`src/rtl/wsc_pkg.sv`:
```
package wsc_pkg;

    localparam int MAX_WAYPOINTS_DEF = 256;

    localparam int LATW  = 28;
    localparam int LONW  = 29;
    localparam int HDGW  = 10;
    localparam int SPDW  = 13;
    localparam int CMDW  = 8;
    localparam int IDXW  = 8;
    localparam int ADDRW = 5;
    localparam int DATAW = 32;

    // CORDIC datapath widths
    localparam int CW           = 50;
    localparam int ZW           = 32;
    localparam int CORDIC_STEPS = 16;

    localparam logic signed [CW-1:0] CORDIC_GAIN_Q16 = 50'sd39797;
    localparam logic signed [ZW-1:0] QUARTER_UDEG    = 32'sd90000000;

    typedef struct packed {
        logic [12:0] neutral_speed;
        logic [11:0] cruise_boost;
        logic [12:0] turn_threshold;
        logic [5:0]  steer_gain;
        logic [12:0] speed_min;
        logic [12:0] speed_max;
        logic [15:0] arrive_tol_lat;
        logic [15:0] arrive_tol_lon;
    } cfg_t;

    localparam logic [2:0] REG_NEUTRAL_SPEED  = 3'd0;
    localparam logic [2:0] REG_CRUISE_BOOST   = 3'd1;
    localparam logic [2:0] REG_TURN_THRESHOLD = 3'd2;
    localparam logic [2:0] REG_STEER_GAIN     = 3'd3;
    localparam logic [2:0] REG_SPEED_MIN      = 3'd4;
    localparam logic [2:0] REG_SPEED_MAX      = 3'd5;
    localparam logic [2:0] REG_ARRIVE_TOL_LAT = 3'd6;
    localparam logic [2:0] REG_ARRIVE_TOL_LON = 3'd7;

    function automatic logic signed [ZW-1:0] atan_udeg(input logic [3:0] i);
        logic signed [ZW-1:0] r;
        case (i)
            4'd0:    r = 32'sd45000000;
            4'd1:    r = 32'sd26565051;
            4'd2:    r = 32'sd14036243;
            4'd3:    r = 32'sd7125016;
            4'd4:    r = 32'sd3576334;
            4'd5:    r = 32'sd1789911;
            4'd6:    r = 32'sd895174;
            4'd7:    r = 32'sd447614;
            4'd8:    r = 32'sd223811;
            4'd9:    r = 32'sd111906;
            4'd10:   r = 32'sd55953;
            4'd11:   r = 32'sd27976;
            4'd12:   r = 32'sd13988;
            4'd13:   r = 32'sd6994;
            4'd14:   r = 32'sd3497;
            default: r = 32'sd1749;
        endcase
        return r;
    endfunction

    // n/30 floored at 0, saturated at 255; reciprocal multiply is exact below 7680
    function automatic logic [CMDW-1:0] cmd8(input logic signed [14:0] n);
        logic [28:0] prod;
        logic [CMDW-1:0] r;
        prod = 29'(n[12:0]) * 29'd34953;
        if (n < 0)
            r = '0;
        else if (n >= 15'sd7680)
            r = 8'd255;
        else
            r = prod[27:20];
        return r;
    endfunction

    function automatic logic [SPDW-1:0] clamp_speed(input logic signed [16:0] v,
                                                     input logic [12:0] lo,
                                                     input logic [12:0] hi);
        logic [SPDW-1:0] r;
        if (v > $signed({4'b0, hi}))
            r = hi;
        else if (v < $signed({4'b0, lo}))
            r = lo;
        else
            r = v[12:0];
        return r;
    endfunction

endpackage

```
`src/rtl/wsc_cfg.sv`:
```
module wsc_cfg (
    input  logic                       clk,
    input  logic                       rst_n,
    input  logic                       psel,
    input  logic                       penable,
    input  logic                       pwrite,
    input  logic [wsc_pkg::ADDRW-1:0]  paddr,
    input  logic [wsc_pkg::DATAW-1:0]  pwdata,
    output logic [wsc_pkg::DATAW-1:0]  prdata,
    output logic                       pready,
    output wsc_pkg::cfg_t              cfg
);
    import wsc_pkg::*;

    cfg_t cfg_reg;
    logic wr_en;

    assign pready = 1'b1;
    assign wr_en  = psel && penable && pwrite;
    assign cfg    = cfg_reg;

    always_ff @(posedge clk or negedge rst_n)
    begin
        if (!rst_n)
        begin
            cfg_reg.neutral_speed  <= 13'd4500;
            cfg_reg.cruise_boost   <= 12'd900;
            cfg_reg.turn_threshold <= 13'd400;
            cfg_reg.steer_gain     <= 6'd15;
            cfg_reg.speed_min      <= 13'd3000;
            cfg_reg.speed_max      <= 13'd6000;
            cfg_reg.arrive_tol_lat <= 16'd30;
            cfg_reg.arrive_tol_lon <= 16'd40;
        end
        else if (wr_en)
        begin
            case (paddr[4:2])
                REG_NEUTRAL_SPEED:  cfg_reg.neutral_speed  <= pwdata[12:0];
                REG_CRUISE_BOOST:   cfg_reg.cruise_boost   <= pwdata[11:0];
                REG_TURN_THRESHOLD: cfg_reg.turn_threshold <= pwdata[12:0];
                REG_STEER_GAIN:     cfg_reg.steer_gain     <= pwdata[5:0];
                REG_SPEED_MIN:      cfg_reg.speed_min      <= pwdata[12:0];
                REG_SPEED_MAX:      cfg_reg.speed_max      <= pwdata[12:0];
                REG_ARRIVE_TOL_LAT: cfg_reg.arrive_tol_lat <= pwdata[15:0];
                REG_ARRIVE_TOL_LON: cfg_reg.arrive_tol_lon <= pwdata[15:0];
                default: ;
            endcase
        end
    end

    always_comb
    begin
        case (paddr[4:2])
            REG_NEUTRAL_SPEED:  prdata = {19'b0, cfg_reg.neutral_speed};
            REG_CRUISE_BOOST:   prdata = {20'b0, cfg_reg.cruise_boost};
            REG_TURN_THRESHOLD: prdata = {19'b0, cfg_reg.turn_threshold};
            REG_STEER_GAIN:     prdata = {26'b0, cfg_reg.steer_gain};
            REG_SPEED_MIN:      prdata = {19'b0, cfg_reg.speed_min};
            REG_SPEED_MAX:      prdata = {19'b0, cfg_reg.speed_max};
            REG_ARRIVE_TOL_LAT: prdata = {16'b0, cfg_reg.arrive_tol_lat};
            REG_ARRIVE_TOL_LON: prdata = {16'b0, cfg_reg.arrive_tol_lon};
            default:            prdata = '0;
        endcase
    end

endmodule

```
`config.mk`:
```
export PLATFORM = sky130hd
export DESIGN_NAME = wsc_cfg
export DESIGN_NICKNAME = d
export VERILOG_FILES = /design/src/rtl/wsc_pkg.sv /design/src/rtl/wsc_cfg.sv
export SDC_FILE = /design/constraint.sdc
export NUM_CORES = 1
export LEC_CHECK = 0
export BUFFER_PORTS_ARGS = -buffer_cell sky130_fd_sc_hd__buf_4
export CAP_MARGIN = 20
export CORE_ASPECT_RATIO = 1.2
export CORE_UTILIZATION = 54
export DETAILED_ROUTE_END_ITERATION = 12
export HOLD_SLACK_MARGIN = 0.12
export PLACE_DENSITY_LB_ADDON = 0.25
export SYNTH_ARGS = -nofsm -noshare
export SYNTH_HDL_FRONTEND = slang
export SYNTH_SLANG_ARGS = --single-unit
```
`constraint.sdc`:
```
create_clock -name clk -period 2.7 [get_ports clk]
set_clock_uncertainty 0.05 [all_clocks]
set_input_delay 0.135 -clock clk [delete_from_list [all_inputs] [get_ports clk]]
set_output_delay 0.135 -clock clk [all_outputs]
set_load 0.01 [all_outputs]
```
==> results of run 1 <==
stage by stage:
stage / hold WS (ns) / setup slack, ns / instance area [sq um] / util / total power, uW
after floorplan: -0.211 / 1.23 / 4980 / - / 2810
after global placement: -0.104 / 0.702 / 6060 / 0.696 / 3480
after global routing: 0.308 / 0.781 / 6460 / 0.743 / 4810
after CTS: 0.292 / 0.831 / 6460 / 0.743 / 4610
after detailed placement: -0.102 / 0.690 / 6060 / 0.696 / 3530
final: 0.297 / 0.839 / 6460 / 0.743 / 4600
final timing paths:
kind                         start         to  slack (ns)  cells after the start
setup reg to reg           cfg[28]    cfg[28]        1.83                      1
setup / recovery           cfg[24]  prdata[8]        0.84                      3
min in group asynchronous    rst_n    cfg[88]        0.36                      3
hold reg to reg             cfg[9]     cfg[9]        0.49                      1
max in group asynchronous    rst_n    cfg[29]        1.76                      3
hold / removal             penable    cfg[48]        0.30                      4
cell families after synthesis:
group,after synthesis,synth area share
other cells,2,0.00153
simple gates,45,0.0496
flops,102,0.528
buf+inv,43,0.0539
mux,130,0.302
compound gates,45,0.0651
placed cells by master (no fill, tap or decap), drive strengths merged, types with 2 or more instances in the layout:
cell type	count
inv	5
nand2	9
clkinvlp	2
a211oi	9
a22o	2
clkbuf	10
buf	153
dlygate4sd3	18
o21ai	4
o22a	9
a21o	3
a221oi	2
mux2i	28
mux2	100
conb	17
dfstp	36
nor3	2
dfrtp	66
nor2b	4
nand2b	4
or3	2
nand3	2
bufinv	2
a21oi	6
nor2	20
clkinv	2
o22ai	8
mux4	2
where the power goes:
part           internal (uW)  switching (uW)  total (uW)
Clock                    544             526        1070
Combinational            785             583        1370
Sequential              1910             251        2160
cell type report:
type	instances	share of cell area
Inverter	5	0.00290
Sequential cell	102	0.402
Timing Repair Buffer	171	0.209
Tap cell	117	0.0226
Clock buffer	10	0.0213
Multi-Input combinational cell	237	0.329
Clock inverter	6	0.0132
worst max-delay path, stage by stage, from the launching register on:
cell and delay [ns]:
dfrtp_1 0.41, mux4_2 0.47, mux2_2 0.28, buf_4 0.14
routing by layer:
layer / vias to the layer above / wire length, microns / GRT usage
met3: 29 / 759 / 0.0516
met5: - / 0 / 0
met2: 149 / 6400 / 0.457
met1: 1862 / 5240 / 0.378
met4: 0 / 410 / 0.143
li1: 1609 / - / -
repair_timing:
action / 4_1_cts / 5_1_grt
endpoints found under the setup margin: 0 / 0
hold endpoints to repair: 168 / 0
hold buffers: 18 / 0
==> metrics.yaml, run 1 <==
die_x_microns: 89.2
n_antenna_cell: 0
setup_viol: 0
cts_tree: "done"
p_leak_uw: 0.00311
antenna_found_initial: 0
nNetsFinal: 568
largest_register_ffs: 102
fin_cells: 648
vias_per_cell: 5.63
rows: 37
finalMaxSlewViolations: 0
cts_setup_buffers: 0
synth_cell_type_count: 34
grt_max_degree: 99
rsz0062_at_grt: "false"
drc: 0
ys_ff_latch: 102
grt_overflow: 0
wl_mm: 12.8
synth.most_common_cell: "mux2_2"
seq_area_frac_synth: 0.528
drive_gt1_frac: 0.593
root_buffer: "clkbuf_8"
drt_iter0_markers: 186
max_cap_viol_count: 0
synth_ff_type: "dfrtp_1"
tns_ns: 0
worst_slew_pin_slew_ns: 1.00
grt_pass1_vias: 3666
holdCritPathClass: "input port to flop"
clock_latency_ns: 0.37
htree_levels: 3
die_area_sq_um: 9500
synth_area_per_cell_sq_um: 13.4
antenna_left: 0
finalHoldViolations: 0
vias: 3649
wl_per_cell_microns: 19.8
postSynth.asyncResetShare: 1.00
path_class: "flop to output pin"
ir_drop_mv: 0.406
cp_max_fo: 3
core-area_sq_um: 8700
multi_input_area_sq_um: 2120
n_fill_cell: 608
gp_congestion: 0.813
dp_hpwl_mm: 8.42
portBuffers: 141
post-route-min-period_ns: 1.86
cts_buffer_depth: 2
critical_path_arrival_ns: 1.68
synth_top_area_frac: 0.335
numCtsBuffers: 9
die_y_microns: 107
cellPowerDensity_nw_per_um2: 711
cp.required_ns: 2.52
cts_resized: 0
netlist_area_sq_um: 4920
track_usage: 0.288
synthTopCellsByArea: "dfrtp_1 (34%), mux2_2 (21%), dfstp_2 (19%), mux2i_1 (5.7%), buf_4 (3.0%)"
io_pins: 177
fin_crit_sh: 0.689
fmax_ghz: 0.537
critPathLaunchType: "flop"
initial_utilization: 0.566
regArea_sq_um: 2600
area_growth_pct: 31.3
drtPass1Iterations: 4
outcome: "finished clean"
end_kind: "output pin"
synthCells: 367
yosys.area.top_type: "dfrtp_1"
synth_common_cells: "mux2_2 (90), dfrtp_1 (66), dfstp_2 (36)"
clkSinkCount: 102
dp.cells: 614
synth_warnings: 0
grt_pass1_wl_mm: 20.0
synth_edf_count: 0
relSlewSlack: 0.332
path_clk_slew_ns: 0.10
(Power assumes the default switching activity.)
==> run 2: changes to the inputs <==
Settings changed: CORE_UTILIZATION 54 to 50.
Clock period 2.7 ns to 1.9 ns, I/O delays scaled along.
==> run 2 against run 1 <==
Effect of this change:
- sequential cell count unchanged
- sequential power increased by 43%
- combinational power increased by 41%
- hold slack got worse by 0.14 ns
- critical path type unchanged
- critical endpoint unchanged
- largest cell class unchanged
==> metrics.yaml, run 2 (synthesis gave the netlist of run 1 again) <==
fin_cells: 665  # +2.6%
drive_gt1_frac: 0.598  # +0.00457
max_cap_viol_count: 0  # unchanged
worst_r2r_endpoint: "cfg[46]"
clock_latency_ns: 0.34  # -0.03 ns
end_kind: "output pin"
cp_max_fo: 3  # unchanged
holdCritPathClass: "input port to async pin"
n_antenna_cell: 0  # unchanged
relSlewSlack: 0.588  # +0.256
p_seq_frac: 0.441  # -0.029
place_ws_ns: 0.167  # -0.523 ns
worstSetupEndpoint: "prdata[8]"
comb_power_share: 0.276  # -0.022
p_leak_uw: 0.00322  # +3.4%
dp.cells: 632  # +2.9%
vias: 3647  # -0.055%
finalMaxSlewViolations: 0  # unchanged
fin_ws_ns: 0.114  # -0.725 ns
critPathLaunchType: "flop"
core-area_sq_um: 9560  # +9.9%
finalHoldViolations: 0  # unchanged
r2r-start: "cfg[46]"
drc: 0  # unchanged
cts_buffer_depth: 2  # unchanged
vias_per_cell: 5.48  # -2.6%
pwr-share-clk: 0.282  # +0.049
antenna_left: 0  # unchanged
io_pins: 177  # unchanged
worstSetupStartpoint: "cfg[24]"
path_class: "flop to output pin"
nNetsFinal: 579  # +1.9%
grt_overflow: 0  # unchanged
rows: 39  # +5.4%
fin_crit_sh: 0.940
final_common_cell: "buf_4"
r2r_cells: 1  # unchanged
wl_per_cell_microns: 19.2  # -3.0%
ir_drop_mv: 0.665  # +64%
root_buffer: "clkbuf_16"
grt_util_met2: 0.434  # -0.0229
r2r_slack_ns: 1.06  # -0.77 ns
wl_mm: 12.7  # -0.48%
worst_slew_pin_slew_ns: 0.618  # -0.384 ns
outcome: "finished clean"
largest_register_ffs: 102  # unchanged
clkSinkCount: 102  # unchanged
cell_internal_pwr_uw: 5020  # +55%
grt_pass1_vias: 3644  # -0.60%
cp.required_ns: 1.75  # -0.77 ns
swShare: 0.280  # -0.0156
setup_viol: 0  # unchanged
use_met3: 0.0535  # +0.00192
top_usage_layer: "met2"
grt_pass1_wl_mm: 20.1  # about the same
die_x_microns: 92.6  # +3.8%
grt_util_met1: 0.342  # -0.0362
die_area_sq_um: 10200  # +7.8%
path_clk_slew_ns: 0.07  # -0.03 ns
dp_hpwl_mm: 8.84  # +5.0%
area_growth_pct: 34.9
tns_ns: 0  # unchanged
initial_utilization: 0.515  # -0.0509
cts_tree: "done"
die_y_microns: 111  # +3.8%
grt_max_degree: 62  # -37%
mostFrequentLayoutCells: "buf_4 (163), mux2_2 (90), dfrtp_1 (66)"
drt_iter0_markers: 172  # -7.5%
gp_congestion: 0.779  # -4.2%
critical_path_arrival_ns: 1.64  # -0.04 ns
n_fill_cell: 725  # +19%
post-route-min-period_ns: 1.79
portBuffers: 141  # unchanged
fmax_ghz: 0.560
antenna_found_initial: 0  # unchanged
rsz0062_at_grt: "false"
drtPass1Iterations: 5  # +1
htree_levels: 3  # unchanged
p_switching_uw: 1960  # +44%
track_usage: 0.260  # -0.0281
cellPowerDensity_nw_per_um2: 1050  # +48%
numCtsBuffers: 9  # unchanged
-- run 2: power by group through the flow --
stage / Combinational, uW / Clock [uW] / Sequential [uW]
final: 1930 / 1970 / 3080
after CTS: 1950 / 1990 / 3080
after global routing: 2070 / 2080 / 3140
after floorplan: 752 / 0 / 3240
after global placement: 1870 / 0 / 3090
after detailed placement: 1910 / 0 / 3110
-- run 2: routing by layer --
metal | vias to the layer above | wire length (microns)
li1 | 1634 | -
met3 | 10 | 717
met5 | - | 0
met1 | 1867 | 5360
met4 | 0 | 143
met2 | 136 | 6520
-- run 2: how the worst min path moves through the flow --
stage,slack [ns],cells after the start,end,from
floorplan,-0.25,0,cfg[0],rst_n
global placement,-0.02,1,cfg[78],rst_n
detailed placement,-0.01,1,cfg[78],rst_n
CTS,0.16,2,cfg[78],rst_n
global route,0.19,2,cfg[33],rst_n
finish,0.16,2,cfg[78],rst_n
-- run 2: stage by stage --
stage	total power [uW]	utilization	hold WS, ns	instance area (sq um)
2_1_floorplan	3990	-	-0.251	4980
3_3_place_gp	4970	0.644	-0.0154	6160
3_5_place_dp	5020	0.644	-0.0121	6160
4_1_cts	7020	0.695	0.158	6640
5_1_grt	7280	0.695	0.187	6640
6_report	6980	0.695	0.157	6640
-- run 2: final cells by class --
| type | instances | area (sq um) | area share |
|---|---|---|---|
| Clock buffer | 12 | 246 | 0.0371 |
| Clock inverter | 4 | 70.1 | 0.0105 |
| Tap cell | 123 | 154 | 0.0232 |
| Sequential cell | 102 | 2600 | 0.391 |
| Timing Repair Buffer | 182 | 1430 | 0.216 |
| Inverter | 5 | 18.8 | 0.00283 |
| Multi-Input combinational cell | 237 | 2120 | 0.319 |
-- run 2: critical path: stages, from the launching register on --
cell,delay (ns)
dfrtp_1,0.40
mux4_2,0.48
mux2_2,0.28
buf_4,0.14
-- run 2: what timing repair did --
item                       CTS  global route
buffers inserted             0             0
setup endpoints to repair    0             0
gates resized for setup      0             0
hold buffers                17             0
hold endpoints to repair   178             0
==> run 3: changes to the inputs <==
Settings changed: CORE_UTILIZATION 50 to 42.
==> run 3 against run 2 <==
Effect of this change:
- die area rose by 19%
- power fell by 2.2%
- sequential cell count did not move
- cell count rose by 4.7%
- critical endpoint is now prdata[0]
- highest routed layer unchanged
==> metrics.yaml, run 3 (synthesis gave the netlist of run 1 again) <==
r2r_cells: 1  # unchanged
critical_path_arrival_ns: 1.65  # about the same
clkSinkCount: 102  # unchanged
worst_slew_pin_slew_ns: 0.691  # +0.0733 ns
mostFrequentLayoutCells: "buf_4 (164), mux2_2 (90), dfrtp_1 (66)"
holdCritPathClass: "input port to async pin"
end_kind: "output pin"
wl_mm: 13.2  # +3.9%
setup_viol: 0  # unchanged
numCtsBuffers: 9  # unchanged
finalPower_uw: 6830  # -2.2%
p_switching_uw: 1940  # -1.1%
vias: 3605  # -1.2%
finalHoldViolations: 0  # unchanged
path_clk_slew_ns: 0.06  # about the same
multi_input_area_sq_um: 2120  # unchanged
regArea_sq_um: 2600  # unchanged
p_leak_uw: 0.00320  # -0.54%
pwr-share-clk: 0.265  # -0.017
dp_hpwl_mm: 9.49  # +7.3%
io_pins: 177  # unchanged
die_x_microns: 101  # +8.9%
grt_pass1_vias: 3636  # -0.22%
cts_buffer_depth: 2  # unchanged
grt_max_degree: 53  # -15%
wl_per_cell_microns: 19.0  # -0.77%
drtPass1Iterations: 4  # -1
rsz0062_at_grt: "false"
die_y_microns: 121  # +8.9%
gp_congestion: 0.814  # +4.5%
drive_gt1_frac: 0.596  # -0.00185
drt_iter0_markers: 133  # -23%
root_buffer: "clkbuf_16"
cts_tree: "done"
fin_crit_sh: 0.946  # +0.00598
critPathLaunchType: "flop"
ir_drop_mv: 0.542  # -18%
cellPowerDensity_nw_per_um2: 1030  # -2.2%
n_fill_cell: 969  # +34%
path_class: "flop to output pin"
rows: 42  # +7.7%
swShare: 0.283  # +0.00318
post-route-min-period_ns: 1.80  # +0.0114 ns
drc: 0  # unchanged
cell_internal_pwr_uw: 4890  # -2.6%
comb_power_share: 0.284  # +0.008
antenna_left: 0  # unchanged
relSlewSlack: 0.539  # -0.0489
grt_overflow: 0  # unchanged
track_usage: 0.227  # -0.0324
largest_register_ffs: 102  # unchanged
antenna_found_initial: 0  # unchanged
portBuffers: 141  # unchanged
outcome: "finished clean"
cp_max_fo: 3  # unchanged
fmax_ghz: 0.556  # -0.63%
area_growth_pct: 35.0  # about the same
die_area_sq_um: 12200  # +19%
finalMaxSlewViolations: 0  # unchanged
core-area_sq_um: 11200  # +18%
final_common_cell: "buf_4"
nNetsFinal: 579  # unchanged
tns_ns: 0  # unchanged
p_seq_frac: 0.451  # +0.010
grt_pass1_wl_mm: 20.5  # +2.3%
clock_latency_ns: 0.33  # about the same
cp.required_ns: 1.75  # about the same
vias_per_cell: 5.18  # -5.6%
initial_utilization: 0.438  # -0.0770
htree_levels: 3  # unchanged
max_cap_viol_count: 0  # unchanged
n_antenna_cell: 0  # unchanged
run 3: routing by layer:
| metal | share of wire | global-route usage | wire, microns | up-vias |
|---|---|---|---|---|
| met3 | 0.063 | 0.0653 | 837 | 10 |
| met1 | 0.43 | 0.300 | 5690 | 1831 |
| li1 | - | - | - | 1635 |
| met4 | 0.013 | 0.0697 | 174 | 0 |
| met5 | 0 | 0 | 0 | - |
| met2 | 0.49 | 0.361 | 6530 | 129 |
run 3: power groups by stage:
stage | registers, uW | clock network (uW) | logic, uW
2_1_floorplan | 3240 | 0 | 752
3_3_place_gp | 3100 | 0 | 1890
3_5_place_dp | 3110 | 0 | 1930
4_1_cts | 3080 | 1850 | 1960
5_1_grt | 3140 | 1950 | 2080
6_report | 3080 | 1810 | 1940
run 3: cell type report:
class                   instances  share of cell area
clock buffers                  13              0.0377
clock inverters                 3             0.00659
repair buffers                182               0.214
inverters                       5             0.00282
well taps                     154              0.0290
multi-input cells             237               0.319
flip-flops and latches        102               0.391
run 3: what timing repair did:
item,4_1_cts,5_1_grt
resized for setup,0,0
setup buffers,0,0
hold buffers,17,0
hold endpoints to repair,174,0
setup endpoints to repair,0,0
run 3: through the flow:
stage / worst slack, ns / util / hold WS [ns] / cells / instance area, sq um
after floorplan: 0.468 / - / -0.251 / 382 / 4980
after global placement: 0.249 / 0.550 / -0.00926 / 663 / 6180
after detailed placement: 0.197 / 0.550 / -0.00385 / 663 / 6180
after CTS: 0.0766 / 0.591 / 0.182 / 696 / 6650
after global routing: 0.0474 / 0.591 / 0.203 / 696 / 6650
final: 0.103 / 0.591 / 0.178 / 696 / 6650
run 3: path summary, 6_finish.rpt:
check,from,to,slack [ns]
setup reg to reg,cfg[57],cfg[57],1.05
max in group asynchronous,rst_n,cfg[36],0.92
hold reg to reg,cfg[6],cfg[6],0.49
min in group clk,penable,cfg[51],0.31
setup / recovery,cfg[58],prdata[0],0.10
hold / removal,rst_n,cfg[9],0.18
run 3: worst max-delay path, stage by stage, from the launching register on:
cell and delay (ns):
dfstp_2 0.54, mux2i_1 0.08, a221oi_1 0.38, o22a_1 0.20, buf_4 0.12
